==> config.mk <==
export PLATFORM = sky130hd
export DESIGN_NAME = bump_allocator_with_guard_pages_top
export DESIGN_NICKNAME = d
export VERILOG_FILES = /design/src/hw/rtl/bag_pkg.sv /design/src/hw/rtl/bag_step.sv /design/src/hw/rtl/bump_allocator_with_guard_pages_top.sv
export SDC_FILE = /design/constraint.sdc
export NUM_CORES = 1
export LEC_CHECK = 0
export BUFFER_PORTS_ARGS = -buffer_cell sky130_fd_sc_hd__clkbuf_2
export CAP_MARGIN = 25
export CORE_UTILIZATION = 40
export CTS_CLUSTER_DIAMETER = 150
export DETAILED_ROUTE_END_ITERATION = 8
export PLACE_DENSITY_LB_ADDON = 0.3
export SLEW_MARGIN = 10
export SYNTH_ARGS = -nofsm -noshare
export SYNTH_HDL_FRONTEND = slang
export SYNTH_HIERARCHICAL = 1
export SYNTH_SLANG_ARGS = --single-unit
==> constraint.sdc <==
create_clock -name clk -period 9.2 [get_ports clk]
set_input_delay 0.92 -clock clk [delete_from_list [all_inputs] [get_ports clk]]
set_output_delay 0.92 -clock clk [all_outputs]
set_load 0.02 [all_outputs]
==> src/hw/rtl/bag_pkg.sv <==
// Shared types and constants for the bump allocator with guard pages.
package bag_pkg;

  localparam int unsigned AddrW   = 32;
  localparam int unsigned SizeW   = 25;
  localparam int unsigned ReqW    = 24;
  localparam int unsigned CountW  = 32;
  localparam int unsigned StatusW = 2;
  localparam int unsigned PageW   = 12;
  localparam int unsigned CfgAddrW = 4;
  localparam int unsigned CfgDataW = 32;
  localparam int unsigned OutDataW = 128;

  localparam logic [SizeW-1:0] HEAP_BYTES_RESET = SizeW'(768 * 1024);

  // status codes
  localparam logic [StatusW-1:0] ST_GRANTED = 2'd0;
  localparam logic [StatusW-1:0] ST_NO_MEM  = 2'd1;
  localparam logic [StatusW-1:0] ST_FAULT   = 2'd2;
  localparam logic [StatusW-1:0] ST_HALTED  = 2'd3;

  // request kinds
  localparam logic FUNC_PLAIN   = 1'b0;
  localparam logic FUNC_GUARDED = 1'b1;

  // register indexes (byte address / 4)
  localparam logic [1:0] REG_HEAP_BASE   = 2'd0;
  localparam logic [1:0] REG_HEAP_BYTES  = 2'd1;
  localparam logic [1:0] REG_FAULT_AFTER = 2'd2;

  typedef struct packed {
    logic [SizeW-1:0]  used;
    logic [CountW-1:0] grants;
    logic [CountW-1:0] countdown;
    logic              halted;
  } bag_state_t;

  typedef struct packed {
    logic [StatusW-1:0] status;
    logic [AddrW-1:0]   block_address;
    logic               guard_install;
    logic [AddrW-1:0]   guard_address;
  } bag_result_t;

endpackage

==> src/hw/rtl/bag_step.sv <==
// Next-state and result logic for one allocation request.
module bag_step (
  input  bag_pkg::bag_state_t        state_i,
  input  logic [bag_pkg::AddrW-1:0]  heap_base_i,
  input  logic [bag_pkg::SizeW-1:0]  heap_bytes_i,
  input  logic                       func_i,
  input  logic [bag_pkg::ReqW-1:0]   need_i,
  output bag_pkg::bag_state_t        state_o,
  output bag_pkg::bag_result_t       result_o
);
  import bag_pkg::*;

  logic [SizeW:0]   plain_sum;
  logic [SizeW:0]   plain_off;
  logic [SizeW+1:0] plain_end;
  logic             plain_fits;
  logic             injected;

  logic [PageW-1:0] cur_lo;
  logic [PageW-1:0] pad;
  logic [SizeW:0]   guard_off;
  logic [SizeW+1:0] usable_off;
  logic [SizeW+2:0] guard_end;
  logic             guard_fits;

  // plain: round used up to 8 bytes
  assign plain_sum  = {1'b0, state_i.used} + (SizeW+1)'(7);
  assign plain_off  = {plain_sum[SizeW:3], 3'b000};
  assign plain_end  = {1'b0, plain_off} + (SizeW+2)'(need_i);
  assign plain_fits = plain_end <= (SizeW+2)'(heap_bytes_i);
  assign injected   = state_i.countdown == CountW'(1);

  // guarded: distance from the absolute address up to the next page edge
  assign cur_lo     = heap_base_i[PageW-1:0] + state_i.used[PageW-1:0];
  assign pad        = PageW'(0) - cur_lo;
  assign guard_off  = {1'b0, state_i.used} + (SizeW+1)'(pad);
  assign usable_off = {1'b0, guard_off} + (SizeW+2)'(1 << PageW);
  assign guard_end  = {1'b0, usable_off} + (SizeW+3)'(need_i);
  assign guard_fits = guard_end <= (SizeW+3)'(heap_bytes_i);

  always_comb begin
    state_o  = state_i;
    result_o = '0;
    if (state_i.halted) begin
      result_o.status = ST_HALTED;
    end else if (func_i == FUNC_PLAIN) begin
      if (state_i.countdown != '0) begin
        state_o.countdown = state_i.countdown - CountW'(1);
      end
      if (injected) begin
        result_o.status = ST_FAULT;
        state_o.halted  = 1'b1;
      end else if (!plain_fits) begin
        result_o.status = ST_NO_MEM;
        state_o.halted  = 1'b1;
      end else begin
        result_o.status        = ST_GRANTED;
        result_o.block_address = heap_base_i + AddrW'(plain_off);
        state_o.used           = plain_end[SizeW-1:0];
        state_o.grants         = state_i.grants + CountW'(1);
      end
    end else begin
      if (!guard_fits) begin
        result_o.status = ST_NO_MEM;
        state_o.halted  = 1'b1;
      end else begin
        result_o.status        = ST_GRANTED;
        result_o.guard_install = 1'b1;
        result_o.guard_address = heap_base_i + AddrW'(guard_off);
        result_o.block_address = heap_base_i + AddrW'(usable_off);
        state_o.used           = guard_end[SizeW-1:0];
        state_o.grants         = state_i.grants + CountW'(1);
      end
    end
  end

endmodule

==> src/hw/rtl/bump_allocator_with_guard_pages_top.sv <==
// Top level of the bump allocator with guard pages: stream ports, registers, result stage.
//
//   channel | direction | beat contents
//   in_     | slave     | tuser: func; tdata: request_bytes
//   out_    | master    | tuser: status; tdata: block_address .. alloc_total
//   cfg_    | APB slave | heap_base @0x0, heap_bytes @0x4, fault_after @0x8
//
// One request per cycle unless a held result waits on out_tready; its result appears
// in the output register on the next cycle. The request is evaluated against the live
// state at acceptance, so back-to-back requests see each other's effect without bubbles.
// Sync active-low reset zeroes state, heap_base, fault_after, out valid; heap_bytes=768K.
// in_tready drops only while a result is held and out_tready is low.
module bump_allocator_with_guard_pages_top (
  input  logic                           clk,
  input  logic                           rst_n,
  // input stream
  input  logic                           in_tvalid,
  output logic                           in_tready,
  input  logic [bag_pkg::ReqW-1:0]       in_tdata,   // [23:0] request_bytes
  input  logic [0:0]                     in_tuser,   // [0] func
  // result stream
  output logic                           out_tvalid,
  input  logic                           out_tready,
  // [31:0] block_address, [32] guard_install, [64:33] guard_address,
  // [89:65] heap_used, [121:90] alloc_total, [127:122] zero
  output logic [bag_pkg::OutDataW-1:0]   out_tdata,
  output logic [bag_pkg::StatusW-1:0]    out_tuser,  // [1:0] status
  // configuration
  input  logic                           cfg_psel,
  input  logic                           cfg_penable,
  input  logic                           cfg_pwrite,
  input  logic [bag_pkg::CfgAddrW-1:0]   cfg_paddr,
  input  logic [bag_pkg::CfgDataW-1:0]   cfg_pwdata,
  output logic [bag_pkg::CfgDataW-1:0]   cfg_prdata,
  output logic                           cfg_pready
);
  import bag_pkg::*;

  logic [AddrW-1:0]  heap_base_r;
  logic [SizeW-1:0]  heap_bytes_r;
  logic [CountW-1:0] fault_after_r;
  bag_state_t        state_r;
  bag_state_t        state_nxt;
  bag_state_t        state_upd_nxt;
  bag_result_t       result_nxt;

  logic              out_valid_r;
  logic [OutDataW-1:0] out_data_r;
  logic [StatusW-1:0]  out_status_r;

  logic              in_fire;
  logic              cfg_wr;
  logic [1:0]        cfg_idx;

  assign cfg_pready = 1'b1;
  assign cfg_wr     = cfg_psel && cfg_penable && cfg_pwrite;
  assign cfg_idx    = cfg_paddr[3:2];

  assign in_tready = !out_valid_r || out_tready;
  assign in_fire   = in_tvalid && in_tready;

  bag_step u_step (
    .state_i      (state_r),
    .heap_base_i  (heap_base_r),
    .heap_bytes_i (heap_bytes_r),
    .func_i       (in_tuser[0]),
    .need_i       (in_tdata),
    .state_o      (state_nxt),
    .result_o     (result_nxt)
  );

  always_comb begin
    unique case (cfg_idx)
      REG_HEAP_BASE:   cfg_prdata = heap_base_r;
      REG_HEAP_BYTES:  cfg_prdata = CfgDataW'(heap_bytes_r);
      REG_FAULT_AFTER: cfg_prdata = fault_after_r;
      default:         cfg_prdata = '0;
    endcase
  end

  // a fault_after write reloads the countdown
  always_comb begin
    state_upd_nxt = in_fire ? state_nxt : state_r;
    if (cfg_wr && cfg_idx == REG_FAULT_AFTER) begin
      state_upd_nxt.countdown = cfg_pwdata;
    end
  end

  always_ff @(posedge clk) begin
    if (!rst_n) begin
      heap_base_r   <= '0;
      heap_bytes_r  <= HEAP_BYTES_RESET;
      fault_after_r <= '0;
      state_r       <= '0;
    end else begin
      state_r <= state_upd_nxt;
      if (cfg_wr) begin
        unique case (cfg_idx)
          REG_HEAP_BASE:   heap_base_r   <= cfg_pwdata;
          REG_HEAP_BYTES:  heap_bytes_r  <= cfg_pwdata[SizeW-1:0];
          REG_FAULT_AFTER: fault_after_r <= cfg_pwdata;
          default: ;
        endcase
      end
    end
  end

  always_ff @(posedge clk) begin
    if (!rst_n) begin
      out_valid_r <= 1'b0;
    end else if (in_fire) begin
      out_valid_r <= 1'b1;
    end else if (out_tready) begin
      out_valid_r <= 1'b0;
    end
  end

  always_ff @(posedge clk) begin
    if (in_fire) begin
      out_status_r <= result_nxt.status;
      out_data_r   <= {6'b0, state_nxt.grants, state_nxt.used,
                       result_nxt.guard_address, result_nxt.guard_install,
                       result_nxt.block_address};
    end
  end

  assign out_tvalid = out_valid_r;
  assign out_tdata  = out_data_r;
  assign out_tuser  = out_status_r;

endmodule
# Yosys cells after proc, flatten, opt, wreduce, memory -nomap -nowiden
# Cells that the tools add are included.
# op_classes
add_sub_neg,12
n_lt_le_gt_ge,2
n_eq_ne,5
muxes,23
bitwise,2
reduce_logical,17
# op_table
op,count
$mux W57,4
$mux W32,5
$pmux W32 S3,1
$mux W90,1
$mux W65,1
$add A32 B26 Y32,2
$mux W34,1
$mux W33,1
$add A32 B1 Y32 const B,1
$add A32 B27 Y32,1
$eq A32 B1 Y1 const B,1
$reduce_bool A32 Y1,1
$sub A32 B1 Y32 const B,1
$add A27 B24 Y28,1
$le A28 B25 Y1,1
$add A26 B13 Y27 const B,1
$add A26 B24 Y27,1
$le A27 B25 Y1,1
$add A25 B12 Y26,1
$add A25 B3 Y26 const B,1
$add A12 B12 Y12,1
$sub A1 B12 Y12 const A,1
$mux W1,8
$reduce_and A2 Y1,3
13 further kinds,20
# word_totals
reg_bits,304
input_bits,68
out_inout_bits,165
word_cells,74

# Logic depth before layout (Yosys ltp)
# depth
ltp_word,11
mapped_depth,50
mapped_depth_nobuf,47

# Hierarchy
# The synthesis kept the hierarchy.
# modules_own_cells
mod,instances,cells_each,area_each_um2,seq_area_each_um2
bump_allocator_with_guard_pages_top,1,1065,11658.7,7327.0
bag_step,1,1580,10986.8,0.0

# Least setup slack after synthesis
# Ideal clock, no wire load.
# synth_path
path_type,flip-flop to flip-flop
startpoint,reg state_r[66] (netlist name)
endpoint,"reg out_data_r[89] (netlist: out_tdata[89]), data pin"
setup_ns,0.266
arrival_time_ns,8.060
required_ns,8.934
slack_ns,0.874
stages_incl_launch_ff,46
path_buffers,3
synth_period_minus_slack_ns,8.326
cell_sequence,dfxtp_1 > ha_1 > inv_1 > ha_1 > fa_1 > a21oi_1 > nor2_1 > nor2_1 > o21bai_1 > a21oi_1 > o21bai_1 > a21oi_1 > o21bai_1 > a21oi_1 > xnor2_1 > ha_1 > inv_1 > o22ai_1 > [... 10 more ...] > nand2_1 > nor2_1 > nand3_1 > o31ai_1 > a31oi_1 > xnor2_1 > ha_1 > and4_1 > and4b_1 > a21oi_1 > inv_1 > nor2_1 > nor2_1 > a31oi_4 > inv_2 > buf_2 > and2_0 > a221o_1
# synth_rtl
item,line_no,rtl
start: declaration,bump_allocator_with_guard_pages_top.sv:42,bag_state_t state_r;
start signal: assignment,bump_allocator_with_guard_pages_top.sv:96,state_r <= state_upd_nxt;
end signal: assignment,bump_allocator_with_guard_pages_top.sv:121,"out_data_r <= {6'b0, state_nxt.grants, state_nxt.used,"
end: declaration,bump_allocator_with_guard_pages_top.sv:48,logic [OutDataW-1:0] out_data_r;

==> reports/qor.yml <==
status: "completed"
fmax_ghz: 0.113
setup_ws_ps: 326
hold_buffers: 0
fin_crit_sh: 0.965
min_to: "fault_after_r[4]$_SDFFE_PN0P_"
routed_wirelength_um: 79700
ios: 233
num_rows: 86
cp_slowest_cell: "fa_2"
syn2layout_area_growth_pct: 18.1
core_um2: 55500
synth_warnings: 6
clock-root-buffer: "clkbuf_16"
power.density_nw_per_um2: 421
synth_edf_count: 124
routabilityCongestion: 0.974
slowest_delay_ps: 370
hold_viol_final: 0
r2r_start: "heap_base_r[1]$_SDFFE_PN0P_"
final_cell_count_no_fill: 3706
cp-end-kind: "flop"
grt_usage: 0.268
r2r_cells: 48
period_needed_ps: 8870
min-delay-start: "fault_after_r[4]$_SDFFE_PN0P_"
relSlewSlack: 0.344
yosysUniqueCellTypes: 93
slew_viol_final: 0
numPlacedInstances: 3625
die_y_um: 240
clkSinkCount: 304
critPathKind: "reg -> reg"
cts_tree: "yes"
r2r_end: "out_tdata[79]$_DFFE_PN_"
drc: 0
pwr-share-clk: 0.131
hold_path_class: "reg -> reg"
yosysSeqAreaShare: 0.324
h-tree-depth: 2
ys_ff_latch: 304
path_max_fanout: 4
die_area_um2: 57600
setup.worst_path.start_class: "flop"
vdd_ir_drop_max_uv: 306
clkLatencyLatePin_ps: 560
p_int_mw: 5.73
worst_pin_slew_ps: 977
antenna_found_initial: 0
min_path_cells: 2
tns_ps: 0
synth-async-reset-ratio: 0
initial_core_util: 0.408
firstDrtPassIters: 6
grt_first_pass_wirelength_um: 119000
cap_violations: 0
antenna_cells: 0
drtAntennaViolNets: 0
synthFlopType: "dfxtp_1"
place_hpwl_um: 59900
place_ws_ps: -228
clockBufferDepth: 3
worst-r2r-setup-slack_ps: 330
vias: 21900
p_leak_nw: 11.2
swShare: 0.491
crit_top_cell: "buf_4"
syn-cell-area_um2: 22600
grt_max_degree: 91
routedWlPerCell_um: 21.5
drt_iter0_drc: 2332
n_fill_cell: 5345
crit_arrival_ps: 9170
setup_viol: 0
syn_avg_cell_area_um2: 8.56
skew_ps: 18.4
worstPathRequired_ps: 9500
die_x_um: 240
port_buffers: 223
post-route-util: 0.482
p_sw_mw: 5.53
syn_inst: 2645
cts-buffers-inserted: 38
clk_pin_slew_ps: 60
grt_pass1_vias: 20300
viasPerCell: 5.91
overflow: 0
finalNetCount: 3201
drive_gt1_frac: 0.184
seqPwrFrac: 0.169
power_frac_comb: 0.700
-- routing by layer --
metal	up-vias	GRT usage	wire length (um)	part of all wire
met3	122	0.0411	6180	0.078
li1	10300	-	-	-
met5	-	0	0	0
met4	0	0.0662	1940	0.024
met1	10500	0.391	36700	0.46
met2	988	0.411	34900	0.44
-- placed cells by master (no fill, tap or decap), types with 10 or more instances in the layout --
| master | count |
|---|---|
| a211oi_1 | 13 |
| a21boi_0 | 10 |
| a21o_1 | 58 |
| a21oi_1 | 192 |
| a21oi_2 | 13 |
| a22oi_1 | 10 |
| a311oi_1 | 30 |
| a31oi_1 | 15 |
| and2_1 | 14 |
| and3_1 | 20 |
| buf_4 | 166 |
| clkbuf_1 | 10 |
| clkbuf_16 | 38 |
| clkbuf_2 | 222 |
| dfxtp_1 | 180 |
| edfxtp_1 | 124 |
| ha_1 | 195 |
| inv_1 | 108 |
| mux2i_1 | 91 |
| nand2_1 | 224 |
| nand2b_1 | 26 |
| nand3_1 | 169 |
| nand4_1 | 43 |
| nor2_1 | 132 |
| nor2b_1 | 18 |
| nor3_1 | 84 |
| nor4_1 | 11 |
| o211ai_1 | 10 |
| o21a_1 | 36 |
| o21ai_0 | 226 |
| o21ai_1 | 10 |
| o21bai_1 | 21 |
| o221ai_1 | 10 |
| o22ai_1 | 23 |
| or3_1 | 10 |
| xnor2_1 | 122 |
| xor2_1 | 68 |
-- worst max-delay path by stage --
stage | from | endpoint | slack, ps | depth (start not counted)
after floorplan | state_r[66]$_SDFFE_PN0N_ | out_tdata[89]$_DFFE_PN_ | 870 | 45
after global placement | state_r[66]$_SDFFE_PN0N_ | state_r[68]$_SDFFE_PN0N_ | -200 | 47
after detailed placement | state_r[66]$_SDFFE_PN0N_ | out_tdata[74]$_DFFE_PN_ | -230 | 46
after CTS | state_r[66]$_SDFFE_PN0N_ | out_tdata[74]$_DFFE_PN_ | 10 | 47
after global routing | state_r[66]$_SDFFE_PN0N_ | state_r[52]$_SDFFE_PN0N_ | -20 | 48
final | heap_base_r[1]$_SDFFE_PN0P_ | out_tdata[79]$_DFFE_PN_ | 330 | 48
-- through the flow --
stage / area (um^2) / power [mW] / hold WS (ps)
final: 26700 / 11.3 / 476
after global routing: 26700 / 12.0 / 498
after CTS: 26400 / 10.9 / 474
after detailed placement: 25200 / 9.32 / 466
after global placement: 25100 / 9.23 / 459
after floorplan: 22700 / 6.82 / 447
-- timing repair --
| action | CTS | global route |
|---|---|---|
| pin swaps | 2 | 24 |
| setup buffers | 0 | 12 |
| endpoints found under the setup margin | 146 | 181 |
| resized for setup | 7 | 55 |
| endpoints found under the hold margin | 0 | 0 |
-- cell type report --
cell class / instances / area (um^2) / share of cell area
Timing Repair Buffer: 396 / 2480 / 0.0928
Tap cell: 748 / 936 / 0.0350
Multi-Input combinational cell: 2075 / 14300 / 0.537
Clock buffer: 52 / 1040 / 0.0390
Clock inverter: 16 / 163 / 0.00608
Inverter: 115 / 440 / 0.0165
Sequential cell: 304 / 7330 / 0.274
-- flip-flops by register name, indices dropped and copies added, names as in the netlist --
| name | flops |
|---|---|
| fault_after_r | 32 |
| heap_base_r | 32 |
| heap_bytes_r | 25 |
| out_tdata | 122 |
| out_tuser | 2 |
| out_tvalid | 1 |
| state_r | 90 |
-- critical path: cells and delay by family (launching register included) --
| family | cells | cell delay [ps] |
|---|---|---|
| xor gates and xnor gates | 3 | 420 |
| and+or+nand+nor | 9 | 1490 |
| buffers and inverters | 8 | 1030 |
| muxes | 1 | 190 |
| DFF | 1 | 330 |
| adders and majority gates | 7 | 1990 |
| AOI/OAI and AO/OA | 20 | 3160 |
-- power by group through the flow --
stage	sequential (mW)	combinational [mW]	clock, mW
4_1_cts	1.90	7.46	1.50
6_report	1.91	7.89	1.47
3_5_place_dp	1.93	7.39	0
5_1_grt	1.92	8.54	1.56
3_3_place_gp	1.92	7.31	0
2_1_floorplan	2.02	4.81	0
-- cells by family (layout without fill, tap and decap cells) --
group,Yosys count,count (layout),share of synthesized area
buffers and inverters,271,579,0.0552
other,3,8,0.000497
AOI/OAI and AO/OA,758,758,0.211
muxes,92,92,0.0407
xor gates and xnor gates,199,199,0.0780
DFF,304,304,0.324
adders and majority gates,203,203,0.114
and+or+nand+nor,815,815,0.177
-- synthesized netlist by cell type (all sizes together), types with 11 or more instances --
master	n	area (um^2)
o21ai	238	1190
nand2	225	847
a21oi	205	1030
ha	197	2460
dfxtp	180	3600
nand3	171	861
nor2	138	518
xnor2	130	1150
edfxtp	124	3720
inv	115	432
buf	94	579
nor3	94	512
mux2i	92	921
xor2	69	612
clkbuf	62	239
a21o	58	435
nand4	44	282
o21a	37	279
a311oi	34	323
nand2b	27	169
o22ai	23	144
o21bai	21	158
and3	20	125
nor2b	20	140
a211oi	18	158
and2	18	113
a31oi	17	121
a21boi	12	90.1
a22oi	12	90.1
nor4	11	68.8
Note: power is estimated with default switching activity, not from simulation.
